File: config.mk
export PLATFORM = sky130hd
export DESIGN_NAME = raster_to_jpeg_mcu_gather_unit_flat
export DESIGN_NICKNAME = d
export VERILOG_FILES = /design/src/rtl/rtjmg_pkg.sv /design/src/rtl/rtjmg_ifs.sv /design/src/rtl/rtjmg_front.sv /design/src/rtl/rtjmg_queue.sv /design/src/rtl/rtjmg_back.sv /design/src/rtl/raster_to_jpeg_mcu_gather_unit.sv /design/src/flat_wrapper.sv
export VERILOG_INCLUDE_DIRS = /design/src /design/src/rtl
export SDC_FILE = /design/constraint.sdc
export NUM_CORES = 2
export LEC_CHECK = 0
export BUFFER_PORTS_ARGS = -buffer_cell sky130_fd_sc_hd__buf_2
export CORE_ASPECT_RATIO = 0.8
export CORE_MARGIN = 10
export CORE_UTILIZATION = 58
export DETAILED_ROUTE_END_ITERATION = 6
export PLACE_DENSITY_LB_ADDON = 0.12
export SETUP_SLACK_MARGIN = 0.4
export SYNTH_ARGS = -nofsm -noshare
export SYNTH_HDL_FRONTEND = slang
export SYNTH_SLANG_ARGS = --single-unit
File: constraint.sdc
create_clock -name i_clk -period 7.1 [get_ports i_clk]
set_clock_uncertainty 0.15 [all_clocks]
set_input_delay 0.71 -clock i_clk [delete_from_list [all_inputs] [get_ports i_clk]]
set_output_delay 0.71 -clock i_clk [all_outputs]
set_load 0.05 [all_outputs]
File: src/rtl/raster_to_jpeg_mcu_gather_unit_defines.svh
// ----------------------------------------------------------------------------
// MCU gather unit: assertion macros
// Shared concurrent assertion forms, clocked on the rising edge, off in reset.
// ----------------------------------------------------------------------------
`ifndef RASTER_TO_JPEG_MCU_GATHER_UNIT_DEFINES_SVH
`define RASTER_TO_JPEG_MCU_GATHER_UNIT_DEFINES_SVH

// same-cycle implication
`define RTJMG_ASSERT(lbl, clk, rst_n, ante, cons, msg) \
    lbl: assert property (@(posedge clk) disable iff (!rst_n) (ante) |-> (cons)) \
        else $error(msg);

// next-cycle implication
`define RTJMG_ASSERT_NEXT(lbl, clk, rst_n, ante, cons, msg) \
    lbl: assert property (@(posedge clk) disable iff (!rst_n) (ante) |=> (cons)) \
        else $error(msg);

`endif

File: src/rtl/rtjmg_pkg.sv
// ----------------------------------------------------------------------------
// MCU gather package
// Field widths, format and register codes, and the types shared by the unit.
// ----------------------------------------------------------------------------
package rtjmg_pkg;

    localparam int FMT_W      = 4;
    localparam int DIM_W      = 13;
    localparam int ADDR_W     = 32;
    localparam int PAY_W      = 26;
    localparam int COMP_W     = 2;
    localparam int CLS_W      = 2;
    localparam int BYTE_W     = 9;
    localparam int X_W        = 15;
    localparam int STRIDE_W   = 15;
    localparam int PROD_W     = DIM_W + STRIDE_W;
    localparam int CPO_W      = 2 * DIM_W;
    localparam int CFG_IDX_W  = 3;
    localparam int CFG_DATA_W = 32;
    localparam int Q_DEPTH    = 4;

    localparam logic [FMT_W-1:0] FMT_YUYV   = 4'd0;
    localparam logic [FMT_W-1:0] FMT_YVYU   = 4'd1;
    localparam logic [FMT_W-1:0] FMT_UYVY   = 4'd2;
    localparam logic [FMT_W-1:0] FMT_NV12   = 4'd3;
    localparam logic [FMT_W-1:0] FMT_NV21   = 4'd4;
    localparam logic [FMT_W-1:0] FMT_YUV444 = 4'd5;
    localparam logic [FMT_W-1:0] FMT_GRAY   = 4'd6;

    localparam logic [CFG_IDX_W-1:0] CFG_PIXEL_FORMAT = 3'd0;
    localparam logic [CFG_IDX_W-1:0] CFG_FRAME_WIDTH  = 3'd1;
    localparam logic [CFG_IDX_W-1:0] CFG_FRAME_HEIGHT = 3'd2;
    localparam logic [CFG_IDX_W-1:0] CFG_SOURCE_BASE  = 3'd3;
    localparam logic [CFG_IDX_W-1:0] CFG_DEST_BASE    = 3'd4;

    localparam logic [COMP_W-1:0] COMP_Y  = 2'd0;
    localparam logic [COMP_W-1:0] COMP_CB = 2'd1;
    localparam logic [COMP_W-1:0] COMP_CR = 2'd2;

    localparam logic [CLS_W-1:0] CLS_422  = 2'd0;
    localparam logic [CLS_W-1:0] CLS_420  = 2'd1;
    localparam logic [CLS_W-1:0] CLS_444  = 2'd2;
    localparam logic [CLS_W-1:0] CLS_GRAY = 2'd3;

    typedef enum logic [1:0] {
        K_IDLE,
        K_ERR,
        K_EMPTY,
        K_BYTE
    } t_kind;

    typedef struct packed {
        logic [FMT_W-1:0]  fmt;
        logic [DIM_W-1:0]  width;
        logic [DIM_W-1:0]  height;
        logic [ADDR_W-1:0] src_base;
        logic [ADDR_W-1:0] dst_base;
    } t_cfg;

    typedef struct packed {
        logic              ok;
        logic              wide;
        logic              tall;
        logic [BYTE_W-1:0] last_byte;
        logic [CLS_W-1:0]  cls;
        logic [1:0]        stride_mul;
    } t_geom;

    // one word of work between front and back
    typedef struct packed {
        t_kind             kind;
        logic              restart;
        logic [DIM_W-1:0]  y;
        logic [X_W-1:0]    x;
        logic              plane;
        logic [COMP_W-1:0] comp;
        logic              last_mcu;
        logic              last_frame;
        logic [CLS_W-1:0]  ofmt;
    } t_entry;

    typedef struct packed {
        logic              valid_res;
        logic              error;
        logic [ADDR_W-1:0] src_addr;
        logic [ADDR_W-1:0] dst_addr;
        logic [COMP_W-1:0] component;
        logic              last_in_mcu;
        logic              last_in_frame;
        logic [PAY_W-1:0]  payload_bytes;
        logic [CLS_W-1:0]  out_format;
    } t_result;

    function automatic t_geom fmt_geom(input logic [FMT_W-1:0] f);
        t_geom g;
        g.ok         = 1'b1;
        g.wide       = 1'b0;
        g.tall       = 1'b0;
        g.last_byte  = 9'd63;
        g.cls        = CLS_GRAY;
        g.stride_mul = 2'd1;
        case (f)
            FMT_YUYV, FMT_YVYU, FMT_UYVY: begin
                g.wide       = 1'b1;
                g.last_byte  = 9'd255;
                g.cls        = CLS_422;
                g.stride_mul = 2'd2;
            end
            FMT_NV12, FMT_NV21: begin
                g.wide      = 1'b1;
                g.tall      = 1'b1;
                g.last_byte = 9'd383;
                g.cls       = CLS_420;
            end
            FMT_YUV444: begin
                g.last_byte  = 9'd191;
                g.cls        = CLS_444;
                g.stride_mul = 2'd3;
            end
            FMT_GRAY: begin
                g.cls = CLS_GRAY;
            end
            default: begin
                g.ok        = 1'b0;
                g.wide      = 1'b1;
                g.tall      = 1'b1;
                g.last_byte = 9'd0;
                g.cls       = CLS_422;
            end
        endcase
        return g;
    endfunction

endpackage

File: src/rtl/rtjmg_ifs.sv
// ----------------------------------------------------------------------------
// MCU gather channels
// Request, result and register-write channels with valid/ready handshakes.
// ----------------------------------------------------------------------------
interface rtjmg_in_if;
    logic valid;
    logic ready;
    logic restart;

    modport source (output valid, output restart, input ready);
    modport sink   (input valid, input restart, output ready);
endinterface

interface rtjmg_out_if;
    import rtjmg_pkg::*;
    logic              valid;
    logic              ready;
    logic              valid_res;
    logic              error;
    logic [ADDR_W-1:0] src_addr;
    logic [ADDR_W-1:0] dst_addr;
    logic [COMP_W-1:0] component;
    logic              last_in_mcu;
    logic              last_in_frame;
    logic [PAY_W-1:0]  payload_bytes;
    logic [CLS_W-1:0]  out_format;

    modport source (output valid, output valid_res, output error, output src_addr,
                    output dst_addr, output component, output last_in_mcu,
                    output last_in_frame, output payload_bytes, output out_format,
                    input ready);
    modport sink   (input valid, input valid_res, input error, input src_addr,
                    input dst_addr, input component, input last_in_mcu,
                    input last_in_frame, input payload_bytes, input out_format,
                    output ready);
endinterface

interface rtjmg_cfg_if;
    import rtjmg_pkg::*;
    logic                  valid;
    logic                  ready;
    logic [CFG_IDX_W-1:0]  index;
    logic [CFG_DATA_W-1:0] data;

    modport source (output valid, output index, output data, input ready);
    modport sink   (input valid, input index, input data, output ready);
endinterface

File: src/rtl/rtjmg_front.sv
// ----------------------------------------------------------------------------
// MCU gather front end
// Takes request words, walks the MCU order and classifies each output byte.
// ----------------------------------------------------------------------------
`include "raster_to_jpeg_mcu_gather_unit_defines.svh"

module rtjmg_front #(
    parameter int HCNT_W = 10,
    parameter int VCNT_W = 10
) (
    input  logic               i_clk,
    input  logic               i_rst_n,
    input  logic               i_valid,
    output logic               o_ready,
    input  logic               i_restart,
    input  rtjmg_pkg::t_cfg    i_cfg,
    input  logic               i_full,
    output logic               o_push,
    output rtjmg_pkg::t_entry  o_entry
);
    import rtjmg_pkg::*;

    logic              r_active, n_active;
    logic [FMT_W-1:0]  r_fmt, n_fmt;
    logic [HCNT_W-1:0] r_hcnt, n_hcnt, r_col, n_col;
    logic [VCNT_W-1:0] r_vcnt, n_vcnt, r_row, n_row;
    logic [BYTE_W-1:0] r_byte, n_byte;

    t_geom             cfg_geom, cur_geom, st_geom;
    logic [DIM_W-4:0]  hsh, vsh;
    logic              accept;
    logic              c_active;
    logic [FMT_W-1:0]  c_fmt;
    logic [HCNT_W-1:0] c_hcnt, c_col;
    logic [VCNT_W-1:0] c_vcnt, c_row;
    logic [BYTE_W-1:0] c_byte;
    logic              last_mcu, last_col, last_row, last_frame;

    logic [DIM_W-1:0]  row8, row16;
    logic [X_W-1:0]    col8, col16, xp;
    logic [2:0]        r3, c3;
    logic [1:0]        off;
    logic              cb;

    assign accept  = i_valid && !i_full;
    assign o_ready = !i_full;
    assign o_push  = accept;
    assign st_geom = fmt_geom(r_fmt);

    // restart takes fresh geometry from the registers
    always_comb begin
        cfg_geom = fmt_geom(i_cfg.fmt);
        hsh = cfg_geom.wide ? {1'b0, i_cfg.width[DIM_W-1:4]} : i_cfg.width[DIM_W-1:3];
        vsh = cfg_geom.tall ? {1'b0, i_cfg.height[DIM_W-1:4]} : i_cfg.height[DIM_W-1:3];
        c_fmt    = r_fmt;
        c_hcnt   = r_hcnt;
        c_vcnt   = r_vcnt;
        c_col    = r_col;
        c_row    = r_row;
        c_byte   = r_byte;
        c_active = r_active;
        if (i_restart) begin
            c_fmt    = i_cfg.fmt;
            c_hcnt   = HCNT_W'(hsh);
            c_vcnt   = VCNT_W'(vsh);
            c_col    = '0;
            c_row    = '0;
            c_byte   = '0;
            c_active = cfg_geom.ok && (hsh != '0) && (vsh != '0);
        end
        cur_geom   = fmt_geom(c_fmt);
        last_mcu   = (c_byte == cur_geom.last_byte);
        last_col   = (c_col == c_hcnt - HCNT_W'(1));
        last_row   = (c_row == c_vcnt - VCNT_W'(1));
        last_frame = last_mcu && last_col && last_row;
    end

    // source coordinates of the current byte
    always_comb begin
        r3    = c_byte[5:3];
        c3    = c_byte[2:0];
        row8  = DIM_W'({c_row, 3'b000});
        row16 = DIM_W'({c_row, 4'b0000});
        col8  = X_W'({c_col, 3'b000});
        col16 = X_W'({c_col, 4'b0000});
        cb    = !c_byte[6];
        off   = 2'd0;
        xp    = '0;

        o_entry            = '0;
        o_entry.restart    = i_restart;
        o_entry.y          = row8 + DIM_W'(r3);
        o_entry.last_mcu   = last_mcu;
        o_entry.last_frame = last_frame;
        o_entry.ofmt       = cur_geom.cls;

        case (c_fmt)
            FMT_YUYV, FMT_YVYU, FMT_UYVY: begin
                if (c_byte[8:7] == 2'b00) begin
                    xp        = col16 + X_W'({c_byte[6], 3'b000}) + X_W'(c3);
                    o_entry.x = X_W'({xp, 1'b0}) + X_W'(c_fmt == FMT_UYVY);
                    o_entry.comp = COMP_Y;
                end else begin
                    xp = col8 + X_W'(c3);
                    case (c_fmt)
                        FMT_YUYV: off = cb ? 2'd1 : 2'd3;
                        FMT_YVYU: off = cb ? 2'd3 : 2'd1;
                        default:  off = cb ? 2'd0 : 2'd2;
                    endcase
                    o_entry.x    = X_W'({xp, 2'b00}) + X_W'(off);
                    o_entry.comp = cb ? COMP_CB : COMP_CR;
                end
            end
            FMT_NV12, FMT_NV21: begin
                if (!c_byte[8]) begin
                    o_entry.y = row16 + DIM_W'({c_byte[7], 3'b000}) + DIM_W'(r3);
                    o_entry.x = col16 + X_W'({c_byte[6], 3'b000}) + X_W'(c3);
                    o_entry.comp = COMP_Y;
                end else begin
                    // interleaved chroma plane, order swapped for NV21
                    xp = col8 + X_W'(c3);
                    o_entry.x = X_W'({xp, 1'b0}) + X_W'((c_fmt == FMT_NV12) ? !cb : cb);
                    o_entry.plane = 1'b1;
                    o_entry.comp  = cb ? COMP_CB : COMP_CR;
                end
            end
            FMT_YUV444: begin
                xp           = col8 + X_W'(c3);
                o_entry.x    = X_W'({xp, 1'b0}) + xp + X_W'(c_byte[7:6]);
                o_entry.comp = c_byte[7:6];
            end
            default: begin
                o_entry.x    = col8 + X_W'(c3);
                o_entry.comp = COMP_Y;
            end
        endcase

        if (i_restart && !cfg_geom.ok) begin
            o_entry            = '0;
            o_entry.kind       = K_ERR;
            o_entry.restart    = 1'b1;
            o_entry.last_frame = 1'b1;
        end else if (i_restart && !c_active) begin
            o_entry            = '0;
            o_entry.kind       = K_EMPTY;
            o_entry.restart    = 1'b1;
            o_entry.last_frame = 1'b1;
            o_entry.ofmt       = cfg_geom.cls;
        end else if (!c_active) begin
            o_entry      = '0;
            o_entry.kind = K_IDLE;
        end else begin
            o_entry.kind = K_BYTE;
        end
    end

    always_comb begin
        n_active = r_active;
        n_fmt    = r_fmt;
        n_hcnt   = r_hcnt;
        n_vcnt   = r_vcnt;
        n_col    = r_col;
        n_row    = r_row;
        n_byte   = r_byte;
        if (accept) begin
            n_fmt  = c_fmt;
            n_hcnt = c_hcnt;
            n_vcnt = c_vcnt;
            if (!c_active || last_frame) begin
                n_active = 1'b0;
                n_col    = '0;
                n_row    = '0;
                n_byte   = '0;
            end else if (last_mcu) begin
                n_active = 1'b1;
                n_byte   = '0;
                if (last_col) begin
                    n_col = '0;
                    n_row = c_row + VCNT_W'(1);
                end else begin
                    n_col = c_col + HCNT_W'(1);
                    n_row = c_row;
                end
            end else begin
                n_active = 1'b1;
                n_col    = c_col;
                n_row    = c_row;
                n_byte   = c_byte + BYTE_W'(1);
            end
        end
    end

    always_ff @(posedge i_clk) begin
        if (!i_rst_n) begin
            r_active <= 1'b0;
            r_fmt    <= '0;
            r_hcnt   <= '0;
            r_vcnt   <= '0;
            r_col    <= '0;
            r_row    <= '0;
            r_byte   <= '0;
        end else begin
            r_active <= n_active;
            r_fmt    <= n_fmt;
            r_hcnt   <= n_hcnt;
            r_vcnt   <= n_vcnt;
            r_col    <= n_col;
            r_row    <= n_row;
            r_byte   <= n_byte;
        end
    end

    `RTJMG_ASSERT(a_active_dims, i_clk, i_rst_n, r_active, (r_hcnt != '0) && (r_vcnt != '0), "active frame with no MCUs")
    `RTJMG_ASSERT(a_pos_in_frame, i_clk, i_rst_n, r_active, (r_col < r_hcnt) && (r_row < r_vcnt), "MCU position outside frame")
    `RTJMG_ASSERT(a_byte_in_mcu, i_clk, i_rst_n, r_active, r_byte <= st_geom.last_byte, "byte index past end of MCU")
    `RTJMG_ASSERT_NEXT(a_frame_end, i_clk, i_rst_n, accept && (o_entry.kind == K_BYTE) && o_entry.last_frame, !r_active && (r_byte == '0), "walker not idle after last byte")

endmodule

File: src/rtl/rtjmg_queue.sv
// ----------------------------------------------------------------------------
// MCU gather queue
// Short first-in first-out buffer between the front and back ends.
// ----------------------------------------------------------------------------
module rtjmg_queue (
    input  logic               i_clk,
    input  logic               i_rst_n,
    input  logic               i_push,
    input  rtjmg_pkg::t_entry  i_entry,
    output logic               o_full,
    input  logic               i_pop,
    output logic               o_valid,
    output rtjmg_pkg::t_entry  o_entry
);
    import rtjmg_pkg::*;

    localparam int PTR_W = $clog2(Q_DEPTH);
    localparam int CNT_W = $clog2(Q_DEPTH + 1);

    t_entry           r_mem [Q_DEPTH];
    logic [PTR_W-1:0] r_wp, n_wp, r_rp, n_rp;
    logic [CNT_W-1:0] r_cnt, n_cnt;

    assign o_full  = (r_cnt == CNT_W'(Q_DEPTH));
    assign o_valid = (r_cnt != '0);
    assign o_entry = r_mem[r_rp];

    always_comb begin
        n_wp  = i_push ? r_wp + PTR_W'(1) : r_wp;
        n_rp  = i_pop ? r_rp + PTR_W'(1) : r_rp;
        n_cnt = r_cnt;
        if (i_push && !i_pop) begin
            n_cnt = r_cnt + CNT_W'(1);
        end else if (i_pop && !i_push) begin
            n_cnt = r_cnt - CNT_W'(1);
        end
    end

    always_ff @(posedge i_clk) begin
        if (!i_rst_n) begin
            r_wp  <= '0;
            r_rp  <= '0;
            r_cnt <= '0;
        end else begin
            r_wp  <= n_wp;
            r_rp  <= n_rp;
            r_cnt <= n_cnt;
        end
    end

    always_ff @(posedge i_clk) begin
        if (i_push) begin
            r_mem[r_wp] <= i_entry;
        end
    end

endmodule

File: src/rtl/rtjmg_back.sv
// ----------------------------------------------------------------------------
// MCU gather back end
// Turns classified words into byte addresses: row multiply, then final sum.
// ----------------------------------------------------------------------------
module rtjmg_back (
    input  logic               i_clk,
    input  logic               i_rst_n,
    input  logic               i_q_valid,
    input  rtjmg_pkg::t_entry  i_q_entry,
    output logic               o_pop,
    input  rtjmg_pkg::t_cfg    i_cfg,
    output logic               o_valid,
    input  logic               i_ready,
    output rtjmg_pkg::t_result o_res
);
    import rtjmg_pkg::*;

    typedef struct packed {
        t_entry            e;
        logic [PROD_W-1:0] prod;
        logic [ADDR_W-1:0] dst;
        logic [PAY_W-1:0]  pay;
    } t_stage;

    logic              adv;
    logic              r_v1, r_ov;
    t_stage            r_s1, n_s1;
    t_result           r_out, n_out;

    // per-frame state, loaded when a restart word leaves the queue
    logic [STRIDE_W-1:0] r_stride, n_stride;
    logic [CPO_W-1:0]    r_cpo;
    logic [ADDR_W-1:0]   r_src;
    logic [ADDR_W-1:0]   r_ptr, dst_cur;
    logic [PAY_W-1:0]    r_cnt, cnt_inc;
    t_geom               geom;
    logic [ADDR_W-1:0]   src_sum;

    assign adv     = !r_ov || i_ready;
    assign o_pop   = adv && i_q_valid;
    assign o_valid = r_ov;
    assign o_res   = r_out;

    always_comb begin
        geom     = fmt_geom(i_cfg.fmt);
        n_stride = STRIDE_W'(i_cfg.width);
        if (geom.stride_mul == 2'd2) begin
            n_stride = STRIDE_W'({i_cfg.width, 1'b0});
        end else if (geom.stride_mul == 2'd3) begin
            n_stride = STRIDE_W'({i_cfg.width, 1'b0}) + STRIDE_W'(i_cfg.width);
        end
        dst_cur = i_q_entry.restart ? i_cfg.dst_base : r_ptr;
        cnt_inc = (i_q_entry.restart ? PAY_W'(0) : r_cnt) + PAY_W'(1);

        // first word of a frame sits on row zero, so the old stride is harmless
        n_s1.e    = i_q_entry;
        n_s1.prod = PROD_W'(i_q_entry.y) * PROD_W'(r_stride);
        n_s1.dst  = dst_cur;
        n_s1.pay  = cnt_inc;
    end

    always_comb begin
        src_sum = r_src + ADDR_W'(r_s1.prod) + ADDR_W'(r_s1.e.x)
                + (r_s1.e.plane ? ADDR_W'(r_cpo) : ADDR_W'(0));
        n_out = '0;
        case (r_s1.e.kind)
            K_ERR: begin
                n_out.error         = 1'b1;
                n_out.last_in_frame = 1'b1;
            end
            K_EMPTY: begin
                n_out.last_in_frame = 1'b1;
                n_out.out_format    = r_s1.e.ofmt;
            end
            K_BYTE: begin
                n_out.valid_res     = 1'b1;
                n_out.src_addr      = src_sum;
                n_out.dst_addr      = r_s1.dst;
                n_out.component     = r_s1.e.comp;
                n_out.last_in_mcu   = r_s1.e.last_mcu;
                n_out.last_in_frame = r_s1.e.last_frame;
                n_out.payload_bytes = r_s1.e.last_frame ? r_s1.pay : PAY_W'(0);
                n_out.out_format    = r_s1.e.ofmt;
            end
            default: begin
                n_out = '0;
            end
        endcase
    end

    always_ff @(posedge i_clk) begin
        if (!i_rst_n) begin
            r_v1 <= 1'b0;
            r_ov <= 1'b0;
        end else if (adv) begin
            r_v1 <= i_q_valid;
            r_ov <= r_v1;
        end
    end

    always_ff @(posedge i_clk) begin
        if (!i_rst_n) begin
            r_stride <= '0;
            r_cpo    <= '0;
            r_src    <= '0;
        end else if (o_pop && i_q_entry.restart) begin
            r_stride <= n_stride;
            r_cpo    <= CPO_W'(i_cfg.width) * CPO_W'(i_cfg.height);
            r_src    <= i_cfg.src_base;
        end
    end

    always_ff @(posedge i_clk) begin
        if (adv) begin
            r_s1  <= n_s1;
            r_out <= n_out;
        end
        if (o_pop && (i_q_entry.kind == K_BYTE)) begin
            r_ptr <= dst_cur + ADDR_W'(1);
            r_cnt <= cnt_inc;
        end
    end

endmodule

File: src/rtl/raster_to_jpeg_mcu_gather_unit.sv
// ----------------------------------------------------------------------------
// Raster to JPEG MCU gather unit
// Each request word yields one result word: restart=1 latches the registers
// and gives the first byte of a new frame (or an error or empty-frame word),
// restart=0 gives the next byte in MCU order with its source and destination
// byte addresses for a DMA. One word is taken per clock while the queue has
// room and one result leaves per clock while the output is ready; a request
// passes through the queue, the row-multiply stage and the output register.
// The rate is set by the MCU walker in the front end and the one row
// multiplier in the back end; a four-word queue between them and the output
// register let the request side keep going while a result waits. Registers
// may be written only while no result is outstanding; widths and heights
// above MAX_WIDTH and MAX_HEIGHT saturate.
// ----------------------------------------------------------------------------
module raster_to_jpeg_mcu_gather_unit #(
    parameter int MAX_WIDTH  = 4096,
    parameter int MAX_HEIGHT = 4096
) (
    input  logic        i_clk,
    input  logic        i_rst_n,
    rtjmg_in_if.sink    i_in,
    rtjmg_out_if.source o_out,
    rtjmg_cfg_if.sink   i_cfg
);
    import rtjmg_pkg::*;

    localparam int DIM_MAX = (1 << DIM_W) - 1;
    localparam int W_EFF   = (MAX_WIDTH < DIM_MAX) ? MAX_WIDTH : DIM_MAX;
    localparam int H_EFF   = (MAX_HEIGHT < DIM_MAX) ? MAX_HEIGHT : DIM_MAX;
    localparam int HCNT_W  = $clog2(W_EFF / 8 + 1);
    localparam int VCNT_W  = $clog2(H_EFF / 8 + 1);

    logic [FMT_W-1:0]  r_fmt;
    logic [DIM_W-1:0]  r_width, r_height;
    logic [ADDR_W-1:0] r_src_base, r_dst_base;

    t_cfg    cfg;
    logic    q_push, q_full, q_pop, q_valid;
    t_entry  f_entry, q_entry;
    t_result res;
    logic    front_ready;
    logic    out_valid;

    assign i_cfg.ready = 1'b1;

    always_ff @(posedge i_clk) begin
        if (!i_rst_n) begin
            r_fmt      <= '0;
            r_width    <= '0;
            r_height   <= '0;
            r_src_base <= '0;
            r_dst_base <= '0;
        end else if (i_cfg.valid && i_cfg.ready) begin
            case (i_cfg.index)
                CFG_PIXEL_FORMAT: r_fmt      <= i_cfg.data[FMT_W-1:0];
                CFG_FRAME_WIDTH:  r_width    <= i_cfg.data[DIM_W-1:0];
                CFG_FRAME_HEIGHT: r_height   <= i_cfg.data[DIM_W-1:0];
                CFG_SOURCE_BASE:  r_src_base <= i_cfg.data[ADDR_W-1:0];
                CFG_DEST_BASE:    r_dst_base <= i_cfg.data[ADDR_W-1:0];
                default: ;
            endcase
        end
    end

    // saturated width, scaled by bytes per pixel in the back end, gives the raster stride
    always_comb begin
        cfg.fmt      = r_fmt;
        cfg.width    = (32'(r_width) > 32'(W_EFF)) ? DIM_W'(W_EFF) : r_width;
        cfg.height   = (32'(r_height) > 32'(H_EFF)) ? DIM_W'(H_EFF) : r_height;
        cfg.src_base = r_src_base;
        cfg.dst_base = r_dst_base;
    end

    rtjmg_front #(
        .HCNT_W (HCNT_W),
        .VCNT_W (VCNT_W)
    ) u_front (
        .i_clk     (i_clk),
        .i_rst_n   (i_rst_n),
        .i_valid   (i_in.valid),
        .o_ready   (front_ready),
        .i_restart (i_in.restart),
        .i_cfg     (cfg),
        .i_full    (q_full),
        .o_push    (q_push),
        .o_entry   (f_entry)
    );

    assign i_in.ready = front_ready;

    rtjmg_queue u_queue (
        .i_clk   (i_clk),
        .i_rst_n (i_rst_n),
        .i_push  (q_push),
        .i_entry (f_entry),
        .o_full  (q_full),
        .i_pop   (q_pop),
        .o_valid (q_valid),
        .o_entry (q_entry)
    );

    rtjmg_back u_back (
        .i_clk     (i_clk),
        .i_rst_n   (i_rst_n),
        .i_q_valid (q_valid),
        .i_q_entry (q_entry),
        .o_pop     (q_pop),
        .i_cfg     (cfg),
        .o_valid   (out_valid),
        .i_ready   (o_out.ready),
        .o_res     (res)
    );

    assign o_out.valid         = out_valid;
    assign o_out.valid_res     = res.valid_res;
    assign o_out.error         = res.error;
    assign o_out.src_addr      = res.src_addr;
    assign o_out.dst_addr      = res.dst_addr;
    assign o_out.component     = res.component;
    assign o_out.last_in_mcu   = res.last_in_mcu;
    assign o_out.last_in_frame = res.last_in_frame;
    assign o_out.payload_bytes = res.payload_bytes;
    assign o_out.out_format    = res.out_format;

endmodule
File: src/flat_wrapper.sv
// flat-port wrapper written by rule: the top's interface ports become plain ports
module raster_to_jpeg_mcu_gather_unit_flat import rtjmg_pkg::*;
#(
    parameter int MAX_WIDTH  = 4096,
    parameter int MAX_HEIGHT = 4096
)
  (i_clk, i_rst_n, i_in_valid, i_in_restart, i_in_ready, o_out_valid, o_out_valid_res, o_out_error, o_out_src_addr, o_out_dst_addr, o_out_component, o_out_last_in_mcu, o_out_last_in_frame, o_out_payload_bytes, o_out_out_format, o_out_ready, i_cfg_valid, i_cfg_index, i_cfg_data, i_cfg_ready);
  rtjmg_in_if i_in_i ();
  rtjmg_out_if o_out_i ();
  rtjmg_cfg_if i_cfg_i ();
  input  logic i_clk;
  input  logic i_rst_n;
  input wire logic [$bits(i_in_i.valid)-1:0] i_in_valid;
  input wire logic [$bits(i_in_i.restart)-1:0] i_in_restart;
  output wire logic [$bits(i_in_i.ready)-1:0] i_in_ready;
  output wire logic [$bits(o_out_i.valid)-1:0] o_out_valid;
  output wire logic [$bits(o_out_i.valid_res)-1:0] o_out_valid_res;
  output wire logic [$bits(o_out_i.error)-1:0] o_out_error;
  output wire logic [$bits(o_out_i.src_addr)-1:0] o_out_src_addr;
  output wire logic [$bits(o_out_i.dst_addr)-1:0] o_out_dst_addr;
  output wire logic [$bits(o_out_i.component)-1:0] o_out_component;
  output wire logic [$bits(o_out_i.last_in_mcu)-1:0] o_out_last_in_mcu;
  output wire logic [$bits(o_out_i.last_in_frame)-1:0] o_out_last_in_frame;
  output wire logic [$bits(o_out_i.payload_bytes)-1:0] o_out_payload_bytes;
  output wire logic [$bits(o_out_i.out_format)-1:0] o_out_out_format;
  input wire logic [$bits(o_out_i.ready)-1:0] o_out_ready;
  input wire logic [$bits(i_cfg_i.valid)-1:0] i_cfg_valid;
  input wire logic [$bits(i_cfg_i.index)-1:0] i_cfg_index;
  input wire logic [$bits(i_cfg_i.data)-1:0] i_cfg_data;
  output wire logic [$bits(i_cfg_i.ready)-1:0] i_cfg_ready;
  assign i_in_i.valid = i_in_valid;
  assign i_in_i.restart = i_in_restart;
  assign i_in_ready = i_in_i.ready;
  assign o_out_valid = o_out_i.valid;
  assign o_out_valid_res = o_out_i.valid_res;
  assign o_out_error = o_out_i.error;
  assign o_out_src_addr = o_out_i.src_addr;
  assign o_out_dst_addr = o_out_i.dst_addr;
  assign o_out_component = o_out_i.component;
  assign o_out_last_in_mcu = o_out_i.last_in_mcu;
  assign o_out_last_in_frame = o_out_i.last_in_frame;
  assign o_out_payload_bytes = o_out_i.payload_bytes;
  assign o_out_out_format = o_out_i.out_format;
  assign o_out_i.ready = o_out_ready;
  assign i_cfg_i.valid = i_cfg_valid;
  assign i_cfg_i.index = i_cfg_index;
  assign i_cfg_i.data = i_cfg_data;
  assign i_cfg_ready = i_cfg_i.ready;
  raster_to_jpeg_mcu_gather_unit #(.MAX_WIDTH(MAX_WIDTH), .MAX_HEIGHT(MAX_HEIGHT)) u_core (.i_clk(i_clk), .i_rst_n(i_rst_n), .i_in(i_in_i), .o_out(o_out_i), .i_cfg(i_cfg_i));
endmodule
==> summary.txt <==
CTS
  – H-tree level count: 3
  – Clock buffer depth: 3
  – CTS buffer count: 69
  – Clk_lat worst skew: 0.63 ns
  – CTS root buf: clkbuf_16
  – CTS tree: built
  – CTS clk-pin slew, worst paths: about 0.070 ns
  – Clock sinks: 650

Placed design
  – Detail Placement HPWL: just under 90000 um
  – GPL Wtd Cong: 0.987
  – IO Port Bufs: 140

STA
  – Final Hold Violating Endpoints: 0
  – Max-Slew Margin vs Limit: 0.246
  – Least-Margin Pin Slew: between 1 and 1.5 ns
  – Final Setup Violations: 0
  – Tmin final: 6.35 ns
  – Slew Viols, Final: 0
  – Max Fclk: between 150 and 200 MHz
  – TNS Setup: 0 ns
  – Crit share post-route: 0.894
  – RSZ-0062 raised after global routing: no

Logic synthesis
  – Yosys top cell area share: 0.293
  – Synthesized net count: between 4000 and 5000
  – Ys flop type: edfxtp_1
  – Synth top area cells: edfxtp_1 29%, fa_1 14%, dfxtp_1 11%, ha_1 7.1%, nand2_1 5.8%
  – Netlist Area Pre-Place: roughly 43000 um2
  – Synthesized instance count: roughly 4200
  – Yosys cell types: 99
  – Ys Warns: 0
  – Sequential-to-total area share from yosys stat: 0.401
  – EDFF count, synth: 418
  – Leading area contributor after synthesis: edfxtp_1
  – Async set-reset flop share out of synthesis: 0
  – Seq cells post-synth: 650
  – Synthesized area per cell: 10.1 um2

Worst setup path
  – Cells along the critical path: buf_4 > mux4_2 > and2_1 > fa_1 > fa_1 > fa_1 > inv_1 > fa_1 > inv_1 > fa_1 > ha_1 > or3_1 > a211o_1 > a31oi_1 > a21boi_0 > o41ai_1 > xnor2_1
  – Max FO, Critical Path: 15
  – CP required: 7.32 ns
  – Crit start category: register
  – Slowest stage cell, crit path: mux4_2
  – Critical path class: reg2reg
  – CP dominant cell by count: fa_1
  – CP Capture Type: register
  – Largest stage delay, worst path: roughly 0.66 ns
  – Worst path arrival time: 6.57 ns

Run
  – Max-Cap Viols: 0

Floorplan
  – Core area: around 73000 um2
  – Io pins: about 140
  – Die area: 85300 um2
  – Initial Utilization: 0.583
  – Die width: approximately 320 um
  – Row count: 89
  – Die span in y: between 200 and 300 um

Finish
  – Leading cell types in the layout, fill and taps excluded: 666 x nand2_1, 418 x edfxtp_1, 397 x inv_1
  – ANT cells: 0
  – Layout Nets: roughly 4900
  – Final core utilization: 0.640
  – Layout cells sized above 1: 0.106
  – Most common cell after layout, fill and taps aside: nand2_1
  – Layout area overhead: 9.71%

Global routing
  – Largest net degree at the start of global routing: between 100 and 150
  – Total gr overflow: 0
  – Vias in the first global route: between 30000 and 40000
  – First-pass GRT wire length: between 150000 and 200000 um
  – GRT Total Usage: 0.277
  – Initial antenna violation count: 11

Route
  – DR WL/cell: 22.2 um
  – Initial DRC count: 3248
  – Vias per cell: roughly 6
  – Pre-antenna DRT Iters: 6
  – Drt drc: 0
  – DRT antenna net count: 0
  – DRT Wirelength: ~120000 um
  – Routed via count: around 32000

Pwr
  – Worst VDD drop: roughly 0.00032 V
  – Pwr/cell area: approximately 350 nW/um2
  – Leakage power: about 0.020 uW

Outcome
  – Status: complete, no violations

Worst hold path
  – Hold WC Path Type: in2reg
-- metal layers --
metal | track usage | share of wire | vias to the layer above
met1 | 0.411 | 0.45 | 15438
li1 | - | - | 14604
met2 | 0.390 | 0.42 | 1298
met5 | 0 | 0.00020 | -
met4 | 0.0885 | 0.033 | 4
met3 | 0.0704 | 0.10 | 195
-- metrics by stage --
stage	setup slack [ns]	power [uW]	instance area, um2	hold WS [ns]	instances
after global placement	0.576	12800	44500	0.287	5197
after global routing	0.440	17700	47000	0.189	5347
final	0.755	16700	47000	0.191	5347
after CTS	0.461	16600	46800	0.160	5324
after detailed placement	0.485	12900	44500	0.293	5197
after floorplan	0.603	10700	42900	0.277	4240
-- cells by family after synthesis --
kind of cell	share of synthesized area
buf+inv	0.0562
fa+ha+maj	0.215
simple gates	0.166
flops	0.401
mux	0.0327
xor+xnor	0.0326
compound gates	0.0966
other cells	0.0000875
-- final timing paths --
check,from,end,cells after the start,slack (ns)
min,i_cfg_data[28],u_core.r_src_base[28]$_SDFFE_PN0P_,3,0.19
max,register,u_core.u_back.r_s1[80]$_DFFE_PP_,17,0.75
min reg2reg,u_core.u_back.r_cpo[0]$_SDFFE_PN0P_,u_core.u_back.r_cpo[0]$_SDFFE_PN0P_,2,0.30
max reg2reg,register,u_core.u_back.r_s1[80]$_DFFE_PP_,17,0.75
-- final cells by class --
| class | instances | area [um2] |
|---|---|---|
| fillers | 6044 | 26500 |
| multi-input cells | 2968 | 23400 |
| flip-flops and latches | 650 | 17200 |
| clock buffers | 90 | 1940 |
| inverters | 412 | 1570 |
| repair buffers | 235 | 1410 |
| well taps | 955 | 1190 |
| clock inverters | 37 | 369 |
-- critical path, delay by kind of cell, from the launching register on --
kind	cells	cell delay [ns]
buffers and inverters	3	0.27
XOR/XNOR	1	0.12
AND/OR/NAND/NOR	2	0.61
multiplexers	1	0.66
AO/OA/AOI/OAI	4	1.04
adder cells (fa/ha/maj)	6	2.77
flip-flops	1	0.45
-- flip-flops by register name, summed over array words and instances (netlist names), 2 cells and up, named ones only --
register	flops
u_core.u_back.r_ptr	32
u_core.u_front.r_byte	9
u_core.u_front.r_fmt	4
u_core.u_front.r_hcnt	10
u_core.u_queue.r_mem	152
u_core.r_width	13
u_core.r_fmt	4
u_core.u_front.r_vcnt	10
u_core.r_height	13
u_core.u_queue.r_cnt	3
u_core.u_back.r_cpo	26
u_core.u_front.r_col	10
u_core.u_queue.r_wp	2
u_core.u_back.r_stride	15
u_core.u_front.r_row	10
u_core.u_back.r_s1	110
u_core.r_dst_base	32
u_core.u_queue.r_rp	2
u_core.u_back.r_cnt	26
u_core.r_src_base	32
u_core.u_back.r_src	32
u_core.u_back.o_res	98
-- repair_timing --
item	CTS	global route
hold buffers	0	0
resized for setup	0	7
buffers inserted	0	22
endpoints found under the setup margin	0	9
-- synthesized netlist by cell type, types with 11 or more instances --
cell type and instances:
a211oi_1 30, a21o_1 35, a21oi_1 285, a221oi_1 15, a31oi_1 32, and2_1 173
and3_1 68, buf_1 18, buf_2 19, clkbuf_1 163, dfxtp_1 232, edfxtp_1 418
fa_1 309, ha_1 242, inv_1 400, mux2_2 13, mux2i_1 40, mux4_2 38
nand2_1 668, nand2b_1 25, nand3_1 83, nand4_1 29, nor2_1 272, nor2b_1 43
nor3_1 41, nor3b_1 11, nor4_1 13, o211ai_1 11, o21a_1 14, o21ai_0 99
o21ai_1 11, o21bai_1 14, or3_1 21, xnor2_1 99, xor2_1 57
-- report_power, final --
| part | leakage [uW] | internal, uW | switching [uW] |
|---|---|---|---|
| Sequential | 0.00615 | 5050 | 520 |
| Combinational | 0.0130 | 2650 | 4750 |
| Clock | 0.00112 | 2100 | 1580 |
Power figures use the tool's default switching activity.
